File: config.mk
export PLATFORM = sky130hd
export DESIGN_NAME = line_pixel_rasterizer
export DESIGN_NICKNAME = d
export VERILOG_FILES = /design/src/hw/rtl/lpr_pkg.sv /design/src/hw/rtl/lpr_divider.sv /design/src/hw/rtl/line_pixel_rasterizer.sv
export SDC_FILE = /design/constraint.sdc
export NUM_CORES = 1
export LEC_CHECK = 0
export BUFFER_PORTS_ARGS = -buffer_cell sky130_fd_sc_hd__clkbuf_2
export CAP_MARGIN = 40
export CORE_AREA = 2 2 203 105
export CTS_BUF_LIST = sky130_fd_sc_hd__clkbuf_2 sky130_fd_sc_hd__clkbuf_4 sky130_fd_sc_hd__clkbuf_8
export DETAILED_ROUTE_END_ITERATION = 7
export DIE_AREA = 0 0 205 107
export GPL_ROUTABILITY_DRIVEN = 0
export SYNTH_ARGS = -nofsm -noshare
export SYNTH_HDL_FRONTEND = slang
export SYNTH_SLANG_ARGS = --single-unit
File: constraint.sdc
create_clock -name clk -period 4.7 [get_ports clk]
set_input_delay 0.94 -clock clk [delete_from_list [all_inputs] [get_ports clk]]
set_output_delay 0.94 -clock clk [all_outputs]
set_load 0.05 [all_outputs]
File: src/hw/rtl/lpr_pkg.sv
// shared constants, types and divider handshake structs for the line rasterizer
package lpr_pkg;

    localparam int COORD_BITS   = 6;
    localparam int COLOR_BITS   = 8;
    localparam int STEP_BITS    = COORD_BITS + 1;
    localparam int DIV_CNT_BITS = $clog2(COORD_BITS + 1);
    localparam int IN_DATA_W    = 32;
    localparam int OUT_DATA_W   = 24;

    typedef logic [COORD_BITS-1:0] coord_t;
    typedef logic [COLOR_BITS-1:0] color_t;

    // divider launch: operands sampled when start is high
    typedef struct packed {
        logic   start;
        coord_t num;
        coord_t den;
    } div_req_t;

    // divider result: quot and rem valid in the cycle done is high
    typedef struct packed {
        logic   done;
        coord_t quot;
        coord_t rem;
    } div_res_t;

endpackage

File: src/hw/rtl/lpr_divider.sv
// iterative restoring divider, one quotient bit per cycle through one subtractor
module lpr_divider (
    input  logic             clk,
    input  logic             rst_n,
    input  lpr_pkg::div_req_t req,
    output lpr_pkg::div_res_t res
);
    import lpr_pkg::*;

    logic                    busy_reg, busy_next;
    logic                    done_reg, done_next;
    logic [DIV_CNT_BITS-1:0] cnt_reg, cnt_next;
    coord_t                  num_reg, num_next;
    coord_t                  den_reg, den_next;
    coord_t                  rem_reg, rem_next;
    logic [COORD_BITS:0]     trial;
    logic [COORD_BITS:0]     diff;

    // shared subtract and compare
    assign trial = {rem_reg, num_reg[COORD_BITS-1]};
    assign diff  = trial - {1'b0, den_reg};

    always_comb
    begin
        busy_next = busy_reg;
        done_next = 1'b0;
        cnt_next  = cnt_reg;
        num_next  = num_reg;
        den_next  = den_reg;
        rem_next  = rem_reg;
        if (req.start)
        begin
            busy_next = 1'b1;
            cnt_next  = DIV_CNT_BITS'(COORD_BITS - 1);
            num_next  = req.num;
            den_next  = req.den;
            rem_next  = '0;
        end
        else if (busy_reg)
        begin
            if (trial >= {1'b0, den_reg})
            begin
                rem_next = diff[COORD_BITS-1:0];
                num_next = {num_reg[COORD_BITS-2:0], 1'b1};
            end
            else
            begin
                rem_next = trial[COORD_BITS-1:0];
                num_next = {num_reg[COORD_BITS-2:0], 1'b0};
            end
            if (cnt_reg == '0)
            begin
                busy_next = 1'b0;
                done_next = 1'b1;
            end
            else
            begin
                cnt_next = cnt_reg - 1'b1;
            end
        end
    end

    always_ff @(posedge clk or negedge rst_n)
    begin
        if (!rst_n)
        begin
            busy_reg <= 1'b0;
            done_reg <= 1'b0;
            cnt_reg  <= '0;
        end
        else
        begin
            busy_reg <= busy_next;
            done_reg <= done_next;
            cnt_reg  <= cnt_next;
        end
    end

    always_ff @(posedge clk)
    begin
        num_reg <= num_next;
        den_reg <= den_next;
        rem_reg <= rem_next;
    end

    assign res = '{done: done_reg, quot: num_reg, rem: rem_reg};

endmodule

File: src/hw/rtl/line_pixel_rasterizer.sv
// line rasterizer top: endpoint ordering, slope divide sequencing, pixel stepping
// sequencing: a vertical line goes straight to pixel stepping; other lines first run the
//   6-step slope divide plus floor fixup before stepping
// throughput: one pixel word per cycle once stepping, while the sink is ready; the input
//   stays not ready until the last pixel word of the current line is loaded
// reset: asynchronous active low, returns to idle with the output empty
module line_pixel_rasterizer (
    input  logic                          clk,
    input  logic                          rst_n,
    input  logic                          s_axis_tvalid,
    output logic                          s_axis_tready,
    // start_x, start_y, end_x, end_y, pen_color
    input  logic [lpr_pkg::IN_DATA_W-1:0]  s_axis_tdata,
    output logic                          m_axis_tvalid,
    input  logic                          m_axis_tready,
    // pixel_x, pixel_y, pixel_color, zero pad
    output logic [lpr_pkg::OUT_DATA_W-1:0] m_axis_tdata,
    // last_pixel
    output logic                          m_axis_tlast
);
    import lpr_pkg::*;

    typedef enum logic [2:0] {
        ST_IDLE = 3'b001,
        ST_DIV  = 3'b010,
        ST_EMIT = 3'b100
    } state_t;

    state_t state_reg, state_next;

    // line context
    coord_t                cur_col_reg, cur_col_next;
    coord_t                stop_col_reg, stop_col_next;
    coord_t                cur_row_reg, cur_row_next;
    coord_t                stop_row_reg, stop_row_next;
    coord_t                span_reg, span_next;
    coord_t                frac_acc_reg, frac_acc_next;
    coord_t                step_frac_reg, step_frac_next;
    logic [STEP_BITS-1:0]  step_whole_reg, step_whole_next;
    logic                  vert_reg, vert_next;
    logic                  dy_neg_reg, dy_neg_next;
    color_t                color_reg, color_next;

    // output word register
    logic                  out_valid_reg, out_valid_next;
    coord_t                pix_x_reg, pix_x_next;
    coord_t                pix_y_reg, pix_y_next;
    color_t                pix_color_reg, pix_color_next;
    logic                  pix_last_reg, pix_last_next;

    // incoming word fields
    coord_t                in_x1, in_y1, in_x2, in_y2;
    color_t                in_color;
    coord_t                x1, y1, x2, y2;
    logic                  swap;
    logic                  accept;
    logic                  in_vert;
    logic                  in_dy_neg;
    coord_t                in_dy_mag;

    // stepping
    logic                  load;
    logic                  is_last;
    logic [COORD_BITS:0]   frac_sum;
    logic                  wrap;

    div_req_t              div_req;
    div_res_t              div_res;

    assign in_x1    = s_axis_tdata[COORD_BITS-1:0];
    assign in_y1    = s_axis_tdata[2*COORD_BITS-1:COORD_BITS];
    assign in_x2    = s_axis_tdata[3*COORD_BITS-1:2*COORD_BITS];
    assign in_y2    = s_axis_tdata[4*COORD_BITS-1:3*COORD_BITS];
    assign in_color = s_axis_tdata[4*COORD_BITS+COLOR_BITS-1:4*COORD_BITS];

    assign s_axis_tready = (state_reg == ST_IDLE);
    assign accept        = s_axis_tvalid && s_axis_tready;

    // order endpoints so the column runs upward
    assign swap      = in_x1 > in_x2;
    assign x1        = swap ? in_x2 : in_x1;
    assign y1        = swap ? in_y2 : in_y1;
    assign x2        = swap ? in_x1 : in_x2;
    assign y2        = swap ? in_y1 : in_y2;
    assign in_vert   = (x1 == x2);
    assign in_dy_neg = y2 < y1;
    assign in_dy_mag = in_dy_neg ? (y1 - y2) : (y2 - y1);

    // slope divide |dy| / dx, launched as a non-vertical line is taken
    assign div_req = '{start: accept && !in_vert, num: in_dy_mag, den: x2 - x1};

    lpr_divider u_div (
        .clk   (clk),
        .rst_n (rst_n),
        .req   (div_req),
        .res   (div_res)
    );

    assign load     = (state_reg == ST_EMIT) && (!out_valid_reg || m_axis_tready);
    assign is_last  = vert_reg ? (cur_row_reg == stop_row_reg)
                               : (cur_col_reg == stop_col_reg);
    assign frac_sum = {1'b0, frac_acc_reg} + {1'b0, step_frac_reg};
    assign wrap     = frac_sum >= {1'b0, span_reg};

    always_comb
    begin
        state_next      = state_reg;
        cur_col_next    = cur_col_reg;
        stop_col_next   = stop_col_reg;
        cur_row_next    = cur_row_reg;
        stop_row_next   = stop_row_reg;
        span_next       = span_reg;
        frac_acc_next   = frac_acc_reg;
        step_frac_next  = step_frac_reg;
        step_whole_next = step_whole_reg;
        vert_next       = vert_reg;
        dy_neg_next     = dy_neg_reg;
        color_next      = color_reg;
        out_valid_next  = out_valid_reg && !m_axis_tready;
        pix_x_next      = pix_x_reg;
        pix_y_next      = pix_y_reg;
        pix_color_next  = pix_color_reg;
        pix_last_next   = pix_last_reg;

        unique case (state_reg)
            ST_IDLE:
            begin
                if (accept)
                begin
                    cur_col_next  = x1;
                    stop_col_next = x2;
                    span_next     = x2 - x1;
                    frac_acc_next = '0;
                    vert_next     = in_vert;
                    dy_neg_next   = in_dy_neg;
                    color_next    = in_color;
                    if (in_vert)
                    begin
                        // single column: walk rows from low to high
                        cur_row_next    = in_dy_neg ? y2 : y1;
                        stop_row_next   = in_dy_neg ? y1 : y2;
                        step_whole_next = '0;
                        step_frac_next  = '0;
                        state_next      = ST_EMIT;
                    end
                    else
                    begin
                        cur_row_next  = y1;
                        stop_row_next = y2;
                        state_next    = ST_DIV;
                    end
                end
            end
            ST_DIV:
            begin
                if (div_res.done)
                begin
                    // turn truncated |dy|/dx into floor division of signed dy
                    if (!dy_neg_reg)
                    begin
                        step_whole_next = {1'b0, div_res.quot};
                        step_frac_next  = div_res.rem;
                    end
                    else if (div_res.rem == '0)
                    begin
                        step_whole_next = ~{1'b0, div_res.quot} + 1'b1;
                        step_frac_next  = '0;
                    end
                    else
                    begin
                        step_whole_next = ~{1'b0, div_res.quot};
                        step_frac_next  = span_reg - div_res.rem;
                    end
                    state_next = ST_EMIT;
                end
            end
            ST_EMIT:
            begin
                if (load)
                begin
                    out_valid_next = 1'b1;
                    pix_x_next     = cur_col_reg;
                    pix_y_next     = cur_row_reg;
                    pix_color_next = color_reg;
                    pix_last_next  = is_last;
                    if (is_last)
                    begin
                        state_next = ST_IDLE;
                    end
                    else if (vert_reg)
                    begin
                        cur_row_next = cur_row_reg + 1'b1;
                    end
                    else
                    begin
                        cur_col_next  = cur_col_reg + 1'b1;
                        // row wraps modulo the coordinate range
                        cur_row_next  = cur_row_reg + step_whole_reg[COORD_BITS-1:0]
                                        + COORD_BITS'(wrap);
                        frac_acc_next = wrap ? COORD_BITS'(frac_sum - {1'b0, span_reg})
                                             : frac_sum[COORD_BITS-1:0];
                    end
                end
            end
            default:
            begin
                state_next = ST_IDLE;
            end
        endcase
    end

    always_ff @(posedge clk or negedge rst_n)
    begin
        if (!rst_n)
        begin
            state_reg     <= ST_IDLE;
            out_valid_reg <= 1'b0;
        end
        else
        begin
            state_reg     <= state_next;
            out_valid_reg <= out_valid_next;
        end
    end

    always_ff @(posedge clk)
    begin
        cur_col_reg    <= cur_col_next;
        stop_col_reg   <= stop_col_next;
        cur_row_reg    <= cur_row_next;
        stop_row_reg   <= stop_row_next;
        span_reg       <= span_next;
        frac_acc_reg   <= frac_acc_next;
        step_frac_reg  <= step_frac_next;
        step_whole_reg <= step_whole_next;
        vert_reg       <= vert_next;
        dy_neg_reg     <= dy_neg_next;
        color_reg      <= color_next;
        pix_x_reg      <= pix_x_next;
        pix_y_reg      <= pix_y_next;
        pix_color_reg  <= pix_color_next;
        pix_last_reg   <= pix_last_next;
    end

    assign m_axis_tvalid = out_valid_reg;
    assign m_axis_tlast  = pix_last_reg;
    assign m_axis_tdata  = {(OUT_DATA_W - 2*COORD_BITS - COLOR_BITS)'(0),
                            pix_color_reg, pix_y_reg, pix_x_reg};

endmodule

; ---- Word-level counts from Yosys, hierarchy flattened
; Cells that the tools add are included.
[word_totals]
reg_bits = 106
input_bits = 36
[classes]
n_addsub = 13
magnitude_cmp = 4
n_reduce_logical = 20
eq_ne = 14
n_bitwise = 1
mux = 59
[op_table]
columns = cell, count
row1 = 6-bit 2-to-1 mux, 35
row2 = 6-bit one-hot mux with 2 select lines, 5
row3 = 6-bit subtractor, 6
row4 = 3-bit 2-to-1 mux, 8
row5 = "6-bit by 1-bit adder with 6-bit output, second input constant", 3
row6 = 6-bit == test, 3
row7 = 7-bit by 6-bit greater-or-equal comparator with 1-bit output, 2
row8 = 4-bit AND reduction, 3
row9 = 1-bit 2-to-1 mux, 10
row10 = "2-bit inequality test, second input constant", 5
row11 = 3-bit one-hot mux with 3 select lines, 1
row12 = 6-bit by 6-bit adder with 7-bit output, 1
row13 = 6-bit by 1-bit adder with 6-bit output, 1
row14 = 6-bit adder, 1
row15 = 6-bit > comparator, 1
row16 = 6-bit logical NOT, 1
row17 = 6-bit < comparator, 1
row18 = "2-bit by 1-bit inequality test with 1-bit output, second input constant", 3
row19 = 6-bit inverter, 1
row20 = 2-bit AND reduction, 3
row21 = 2-bit nonzero test, 3
row22 = 5-bit AND reduction, 1
row23 = 1-bit logical AND, 4
row24 = "3-bit by 1-bit == test with 1-bit output, second input constant", 1
row25 = other kinds (6), 8

; ---- Depth between registers and ports, before layout
; Gate-level depths: netlist (run 1).
[logic_depth]
word_depth = 7
depth_mapped = 22
mapped_depth_nobuf = 22

; ---- Hierarchy
; From an unflattened synthesis (run 1), not the netlist that was laid out.
[unflattened]
hier_cells = 688
hier_area_um2 = 6945.4
[by_module_without_submodules]
columns = module, area_each_um2, seq_area_each_um2, cells_per_inst, instances
row1 = line_pixel_rasterizer, 5681.7, 2473.6, 568, 1
row2 = lpr_divider, 1263.7, 605.6, 120, 1

; ---- Worst setup path after synthesis (run 1)
; OpenSTA, ideal clock, no wires.
[synth_timing]
path_type = register -> register
from = reg frac_acc_reg[0]
to = reg cur_row_reg[5], data pin
setup_time_ns = 0.270
t_arrival_ns = 3.842
synth_period_minus_slack_ns = 4.112
path_buffers = 0
stages_incl_launch_ff = 23
t_required_ns = 4.430
setup_slack_ns = 0.588
cell_sequence = edfxtp_1 ha_1 inv_1 fa_1 inv_1 ha_1 nor2b_1 o21ai_0 a21boi_0 o21ai_0 nand2b_1 a31o_2 a21oi_2 fa_1 nor2b_1 o21ai_0 nand2b_1 a21o_1 a21oi_1 xor2_1 o22ai_1 xnor2_1 o21ai_0
[synth_via]
elab_chain_cells = 7
[synth_lines]
columns = element, line_no
row1 = from (decl), line_pixel_rasterizer.sv:37  ; coord_t frac_acc_reg, frac_acc_next;
row2 = from (signal assigned), line_pixel_rasterizer.sv:233  ; frac_acc_reg <= frac_acc_next;
row3 = 6-bit by 6-bit adder with 7-bit output, line_pixel_rasterizer.sv:102  ; assign frac_sum = {1'b0, frac_acc_reg} + {1'b0, step_frac_reg};
row4 = 7-bit by 6-bit greater-or-equal comparator with 1-bit output, line_pixel_rasterizer.sv:103  ; assign wrap = frac_sum >= {1'b0, span_reg};
row5 = 6-bit by 1-bit adder with 6-bit output, line_pixel_rasterizer.sv:199  ; + COORD_BITS'(wrap);
row6 = 6-bit 2-to-1 mux, line_pixel_rasterizer.sv:190  ; else if (vert_reg)
row7 = 6-bit 2-to-1 mux, line_pixel_rasterizer.sv:186  ; if (is_last)
row8 = 6-bit 2-to-1 mux, line_pixel_rasterizer.sv:179  ; if (load)
row9 = 6-bit one-hot mux with 2 select lines, line_pixel_rasterizer.sv:125  ; unique case (state_reg)
row10 = named net cur_row_next[5], line_pixel_rasterizer.sv:34  ; coord_t cur_row_reg, cur_row_next;
row11 = to (signal assigned), line_pixel_rasterizer.sv:230  ; cur_row_reg <= cur_row_next;
row12 = to (decl), line_pixel_rasterizer.sv:34
; The timed path passes the listed nets, and every way through them passes these cells. The select of a mux whose other input is x is not followed.
; A chain may end at the register's enable or synchronous reset.

; ---- Worst setup path in the final report (run 1)
; Same ends and word-level chain as after synthesis.

==> Implementation_results.wiki, run 1 <==
{| class="wikitable"
! Metric !! Value
|-
| Worst Path Arrival || 4.34 ns
|-
| Maximum fanout count along the critical path || 4
|-
| Antenna Nets Post-Route || 0
|-
| Slew Viols, Final || 0
|-
| # IOs || 63
|-
| Floorplan die height || 107 um
|-
| WP data required || 4.84 ns
|-
| Design Area, Final || around 7400 um2
|-
| Remaining global-route overflow || 0
|-
| Cts-stage hold buffer count || 0
|-
| Synth Instances || 630
|-
| N_diodes || 0
|-
| Period minus WS final || 4.20 ns
|-
| Average detailed-routed wire length per instance || ~17 um
|-
| Pre-antenna DRT Iters || 6
|-
| Total CTS buffers || 9
|-
| Flop2flop setup slack || 0.50 ns
|-
| Leak Pwr || 3.05 nW
|-
| Dominant synthesized flop cell || sky130_fd_sc_hd__edfxtp_1
|-
| Clock transition at the registers of the reported paths || 0.11 ns
|-
| Maximum buffer depth of the clock tree || 2
|-
| Vias/cell || 4.88
|-
| Cell Rows || 37
|-
| Fraction of the yosys area taken by sequential cells || 46.8%
|-
| Type of the tightest min-delay check || in -> async
|-
| Clk_skew || 0.0147 ns
|-
| Global-route wire length before repair || ~26000 um
|-
| Slew HR || 48.5%
|-
| Tightest Pin Transition || 0.771 ns
|-
| Area of the mapped netlist || 6580 um2
|-
| Buffers inserted during post-CTS setup optimization || 0
|-
| Top cell type by total area after synthesis || sky130_fd_sc_hd__edfxtp_1
|-
| Die footprint || 21900 um2
|-
| Die outline width || 205 um
|-
| Number of antenna violations at the first check in global routing || 0
|-
| Type of origin of the critical path || register
|-
| Most frequent cell after synthesis || sky130_fd_sc_hd__edfxtp_1
|-
| Setup TNS after final layout || 0 ns
|-
| Number of vias after detailed routing || 4746
|-
| Synth unique cells || 65
|-
| Area occupied by multi-input gates || around 3100 um2
|-
| Number of global-route vias before repair || 4356
|-
| CP Class || reg -> reg
|-
| Post-cts resize count || 0
|-
| Final Routed Wirelength || approximately 17000 um
|-
| Proportion of synthesized flip-flops having asynchronous set or reset || between 8 and 9%
|-
| Warnings, synthesis || 0
|-
| Initial Util || 32.6%
|-
| RSZ-0062 raised after global routing || false
|-
| Average footprint of a synthesized cell || 10.4 um2
|-
| Depth of the CTS H-tree || 3
|-
| Sink Count || 106
|-
| Most common library cells after synthesis || 91 x sky130_fd_sc_hd__edfxtp_1, 60 x sky130_fd_sc_hd__inv_1, 55 x sky130_fd_sc_hd__nor2_1
|-
| MaxCap Viol Count || 0
|-
| Finish-stage setup viols || 0
|-
| Nets || 778
|-
| TritonCTS clock tree || yes
|-
| Endpoints failing hold || 0
|-
| Clock network latency to the later pin of the worst-skew pair || 0.39 ns
|-
| HPWL reported at the end of detailed placement || between 10000 and 15000 um
|-
| Post-route DRC || 0
|-
| Maximum number of pins on one net before global-route repair || 29
|-
| Proportion of layout cells with a drive suffix above 1 || approximately 16%
|-
| Total routing resource utilization after global routing || 15.9%
|-
| Filler cell count in the final layout || 2045
|-
| Yosys reg bits || between 100 and 150
|-
| Share of Yosys cell area claimed by the top area cell type || 41.5%
|-
| Worst-case reg-to-reg path depth || 22
|-
| Status || complete, no violations
|-
| Violation count after the first detailed-route iteration || 498
|-
| Std-Cell Core Area || 20200 um2
|-
| CTS Root Buffer Type || sky130_fd_sc_hd__clkbuf_8
|-
| Instance area at placement || 7190 um2
|-
| Synth top area cells || sky130_fd_sc_hd__edfxtp_1 42%, sky130_fd_sc_hd__ha_1 7.8%, sky130_fd_sc_hd__xnor2_1 4.4%
|-
| Max Clk Rate || around 240 MHz
|-
| Post-synth EDFFs || a little over 90
|-
| Tcrit/Tclk final || 89.4%
|-
| Power density of the placed cells || 583 nW/um2
|-
| Type of destination of the critical path || register
|-
| Area overhead of the layout relative to synthesis || 12.1%
|-
| Port bufs || 58
|-
| Register area || 3080 um2
|-
| Post-Route Utilization || 36.6%
|-
| IR drop worst, VDD || roughly 0.30 mV
|}
[cell families (layout without fill, tap and decap cells)]
logic type	count (synthesis)	in the layout	share of synthesized area (%)
muxes	31	31	4.85
and+or+nand+nor	177	177	12.9
xor gates and xnor gates	52	52	6.92
AOI/OAI and AO/OA	129	129	12.4
adders and majority gates	52	52	10.4
other	1	4	0.0570
buffers and inverters	82	149	5.72
DFF	106	106	46.8
[final cells by class]
cell class	count	share of cell area, %
Clock buffer	9	1.68
Clock inverter	7	0.848
Inverter	61	3.17
Multi-Input combinational cell	445	42.6
Sequential cell	106	41.7
Tap cell	273	4.63
Timing Repair Buffer	72	5.36
[cells in the final DEF (no fill, tap or decap), types with 19 or more instances in the layout]
cell | Yosys | final
sky130_fd_sc_hd__a21oi_1 | 36 | 36
sky130_fd_sc_hd__clkbuf_2 | 0 | 58
sky130_fd_sc_hd__edfxtp_1 | 91 | 91
sky130_fd_sc_hd__ha_1 | 41 | 41
sky130_fd_sc_hd__inv_1 | 60 | 60
sky130_fd_sc_hd__mux2i_1 | 24 | 24
sky130_fd_sc_hd__nand2_1 | 52 | 52
sky130_fd_sc_hd__nor2_1 | 55 | 54
sky130_fd_sc_hd__nor2b_1 | 20 | 20
sky130_fd_sc_hd__o21ai_0 | 34 | 32
sky130_fd_sc_hd__xnor2_1 | 33 | 33
sky130_fd_sc_hd__xor2_1 | 19 | 19
[power breakdown]
part	internal (mW)	total (mW)	switching [mW]
logic	0.845	2.11	1.27
registers	1.39	1.64	0.248
clock network	0.201	0.549	0.348
total	2.43	4.30	1.87
[layer usage]
| layer | vias to the layer above | part of all wire, % | GRT usage [%] |
|---|---|---|---|
| li1 | 2350 | - | - |
| met1 | 2177 | 57 | 27.5 |
| met2 | 208 | 31 | 17.4 |
| met3 | 11 | 11 | 5.74 |
| met4 | 0 | 0.48 | 1.70 |
| met5 | - | 0 | 0 |
[critical path, cell delays in order, from the launching register on]
cell and delay [ns]:
sky130_fd_sc_hd__edfxtp_1 0.39, sky130_fd_sc_hd__ha_1 0.22, sky130_fd_sc_hd__inv_1 0.07, sky130_fd_sc_hd__fa_1 0.22
sky130_fd_sc_hd__inv_1 0.06, sky130_fd_sc_hd__a21o_1 0.16, sky130_fd_sc_hd__a21oi_1 0.22, sky130_fd_sc_hd__xnor2_1 0.21
sky130_fd_sc_hd__ha_1 0.35, sky130_fd_sc_hd__o21ai_1 0.11, sky130_fd_sc_hd__nand2b_1 0.11, sky130_fd_sc_hd__a31o_2 0.24
sky130_fd_sc_hd__a21oi_2 0.19, sky130_fd_sc_hd__fa_2 0.26, sky130_fd_sc_hd__nor2b_1 0.05, sky130_fd_sc_hd__o21ai_0 0.13
sky130_fd_sc_hd__nand2b_1 0.11, sky130_fd_sc_hd__a21o_1 0.19, sky130_fd_sc_hd__a21oi_1 0.17, sky130_fd_sc_hd__xor2_1 0.17
sky130_fd_sc_hd__o22ai_1 0.11, sky130_fd_sc_hd__xnor2_1 0.15, sky130_fd_sc_hd__o21ai_0 0.08
[stage by stage]
stage / hold slack (ns) / std cells / power [mW] / worst slack, ns
3_3_place_gp: 0.401 / 957 / 3.72 / 0.615
6_report: 0.424 / 973 / 4.30 / 0.500
5_1_grt: 0.410 / 973 / 4.65 / 0.0309
4_1_cts: 0.407 / 973 / 4.30 / 0.387
3_5_place_dp: 0.405 / 957 / 3.74 / 0.403
2_1_floorplan: 0.400 / 633 / 3.20 / 0.588
[path summary, 6_finish.rpt]
| kind | startpoint | endpoint |
|---|---|---|
| hold reg to reg | color_reg[6] | pix_color_reg[6] |
| setup / recovery | frac_acc_reg[0] | cur_row_reg[5] |
| max in group asynchronous | rst_n | state_reg[0] |
| setup reg to reg | frac_acc_reg[0] | cur_row_reg[5] |
| hold / removal | rst_n | m_axis_tvalid |
| min in group clk | color_reg[6] | pix_color_reg[6] |
(Power assumes the default switching activity.)
==> run 2, diff against run 1 <==
==> constraint.sdc (replaced) <==
create_clock -name clk -period 4.8 [get_ports clk]
set_input_delay 0.96 -clock clk [delete_from_list [all_inputs] [get_ports clk]]
set_output_delay 0.96 -clock clk [all_outputs]
set_load 0.05 [all_outputs]
==> run 2 against run 1 <==
Maximum frequency is 0.56% lower; count of clock-buffer cells in the layout stayed put; sequential power barely moved; cell area fell by 0.10%; register-to-register slack better by 0.08 ns; first-iteration DRC count did not move; die area unchanged; routed wire length grew 1.5%; sequential cell count stayed put; worst setup slack better by 0.076 ns; clock power grew 2%; critical endpoint unchanged.
==> Implementation_results.wiki, run 2 (synthesized netlist as in run 1, its figures left out) <==
{| class="wikitable"
! Metric !! Value
|-
| Finish-stage setup viols || 0 (unchanged)
|-
| Number of vias after detailed routing || 4833 (+1.8%)
|-
| Period minus WS final || 4.22 ns (+0.0238 ns)
|-
| Total routing resource utilization after global routing || 16.2% (+0.33 points)
|-
| Maximum number of pins on one net before global-route repair || 29 (unchanged)
|-
| Violation count after the first detailed-route iteration || 498 (unchanged)
|-
| Post-route DRC || 0 (unchanged)
|-
| WP buf/inv || 2 (unchanged)
|-
| Smallest setup slack after layout || 0.576 ns (+0.0762 ns)
|-
| MaxCap Viol Count || 0 (unchanged)
|-
| CTS Root Buffer Type || sky130_fd_sc_hd__clkbuf_8
|-
| Depth of the CTS H-tree || 3 (unchanged)
|-
| Setup TNS after final layout || 0 ns (unchanged)
|-
| Tightest Pin Transition || 0.762 ns (-0.00868 ns)
|-
| Most common cell after layout, fill and taps aside || sky130_fd_sc_hd__edfxtp_1
|-
| Tightest hold margin || 0.426 ns (+0.00196 ns)
|-
| # IOs || 63 (unchanged)
|-
| Clk_skew || 0.0175 ns (+0.00287 ns)
|-
| Slew HR || 49.2% (+0.69 points)
|-
| CP Class || reg -> reg
|-
| Final Routed Wirelength || 17000 um (+1.5%)
|-
| Crit-path leading delay family || compound AO/OA/AOI/OAI gates
|-
| HPWL reported at the end of detailed placement || 13400 um (+0.88%)
|-
| Maximum buffer depth of the clock tree || 2 (unchanged)
|-
| Worst setup slack before clock tree synthesis || 0.537 ns (+0.133 ns)
|-
| Vias/cell || 4.98 (+2.0%)
|-
| Port bufs || 58 (unchanged)
|-
| Met1 track demand over resource in global routing || 28.8% (+1.2 points)
|-
| Average detailed-routed wire length per instance || 17.5 um (+1.7%)
|-
| Max Clk Rate || 237 MHz (-0.56%)
|-
| Post-cts resize count || 0 (unchanged)
|-
| Proportion of layout cells with a drive suffix above 1 || 15.6% (-0.38 points)
|-
| Global routing's busiest layer || met1
|-
| N_diodes || 0 (unchanged)
|-
| Leak Pwr || 3.05 nW (about the same)
|-
| Critical path's most frequent cell || sky130_fd_sc_hd__o21ai_0
|-
| Pre-antenna DRT Iters || 6 (unchanged)
|-
| Non-filler cells in the finished layout || 971 (-0.21%)
|-
| Type of destination of the critical path || register
|-
| Crit-path cells || ha_1, inv_1, fa_1, inv_1, ha_1, nor2b_1, o21ai_1, a21boi_0, o21ai_0, nand2b_1, a31o_2, a21oi_2, fa_1, nor2b_1, o21ai_0, nand2b_1, a21o_1, a21oi_1, xor2_1, o22ai_1, xnor2_1, o21ai_0
|-
| Die footprint || 21900 um2 (unchanged)
|-
| Buffers inserted during post-CTS setup optimization || 0 (unchanged)
|-
| Std-Cell Core Area || 20200 um2 (unchanged)
|-
| Initial Util || 32.6% (unchanged)
|-
| Area overhead of the layout relative to synthesis || 12.0%
|-
| Type of the tightest min-delay check || reg -> reg
|-
| Sink Count || 106 (unchanged)
|-
| Nets || 776 (-0.26%)
|-
| Total CTS buffers || 9 (unchanged)
|-
| Number of antenna violations at the first check in global routing || 0 (unchanged)
|-
| Number of global-route vias before repair || 4384 (+0.64%)
|-
| Global-route wire length before repair || 26300 um (+2.0%)
|-
| RSZ-0062 raised after global routing || false
|-
| Cell Rows || 37 (unchanged)
|-
| TritonCTS clock tree || yes
|-
| Type of origin of the critical path || register
|-
| Remaining global-route overflow || 0 (unchanged)
|-
| Tcrit/Tclk final || 88.0% (-1.4 points)
|-
| Overall Power || 4.24 mW (-1.3%)
|-
| Worst Path Arrival || 4.37 ns (+0.03 ns)
|-
| Number of placed instances, taps included || 955 (-0.21%)
|-
| CP peak stage delay || 0.40 ns (about the same)
|-
| Power density of the placed cells || 576 nW/um2 (-1.2%)
|-
| Antenna Nets Post-Route || 0 (unchanged)
|-
| Maximum fanout count along the critical path || 3 (-1)
|-
| Floorplan die height || 107 um (unchanged)
|-
| Endpoints failing hold || 0 (unchanged)
|-
| Clock network latency to the later pin of the worst-skew pair || 0.40 ns (about the same)
|-
| Routing usage on met2 || 17.6% (+0.19 points)
|-
| Status || complete, no violations
|-
| Clock transition at the registers of the reported paths || 0.12 ns (about the same)
|-
| Slowest stage cell on the critical path || sky130_fd_sc_hd__edfxtp_1
|-
| IR drop worst, VDD || 0.295 mV (-1.6%)
|-
| WP data required || 4.95 ns (+0.11 ns)
|-
| Slew Viols, Final || 0 (unchanged)
|-
| Met3 capacity usage during global routing || 4.92% (-0.82 points)
|-
| Leading cell types in the layout, fill and taps excluded || 91 x sky130_fd_sc_hd__edfxtp_1, 60 x sky130_fd_sc_hd__inv_1, 58 x sky130_fd_sc_hd__clkbuf_2
|-
| Die outline width || 205 um (unchanged)
|-
| Cts-stage hold buffer count || 0 (unchanged)
|}
## run 2: changes by cell type in the layout (fill, tap and decap cells not counted), sizes merged
| cell | change |
|---|---|
| clkinvlp | -2 |
| buf | -2 |
| inv | +2 |
## run 2: final timing paths
check | cells past startpoint | endpoint | start | slack, ns
max | 22 | cur_row_reg[5] | frac_acc_reg[0] | 0.58
min | 0 | pix_color_reg[4] | color_reg[4] | 0.43
max reg2reg | 22 | cur_row_reg[5] | frac_acc_reg[0] | 0.58
min reg2reg | 0 | pix_color_reg[4] | color_reg[4] | 0.43
max in group asynchronous | 1 | state_reg[0] | rst_n | 4.07
min in group asynchronous | 1 | state_reg[2] | rst_n | 0.44
## run 2: worst reg2reg max path, delay by kind of cell (launching register included)
family	cells	cell delay [ns]
xor gates and xnor gates	2	0.31
and+or+nand+nor	4	0.42
AOI/OAI and AO/OA	10	1.56
DFF	1	0.40
adders and majority gates	4	1.11
buffers and inverters	2	0.19
## run 2: report_power, final
group          switching, mW  internal (mW)  total [mW]
registers              0.248           1.36        1.61
clock network          0.358          0.204       0.562
logic                   1.25          0.819        2.07
## run 2: metrics by stage
step	area (um2)	util [%]
floorplan	6590	-
global placement	7170	35.5
CTS	7370	36.5
detailed placement	7170	35.5
finish	7370	36.5
global route	7370	36.5
## run 2: final cells by class
cell class	count	area, um2
clock inverters	7	72.6
fillers	2069	12800
clock buffers	9	124
well taps	273	342
flip-flops and latches	106	3080
multi-input cells	445	3140
repair buffers	70	380
inverters	61	234
## run 2: metal layers
metal / share of wire, % / wire length [um] / vias to the layer above
li1: - / - / 2346
met1: 57 / 9700 / 2263
met2: 32 / 5460 / 213
met3: 10 / 1760 / 11
met4: 0.45 / 77 / 0
met5: 0 / 0 / -
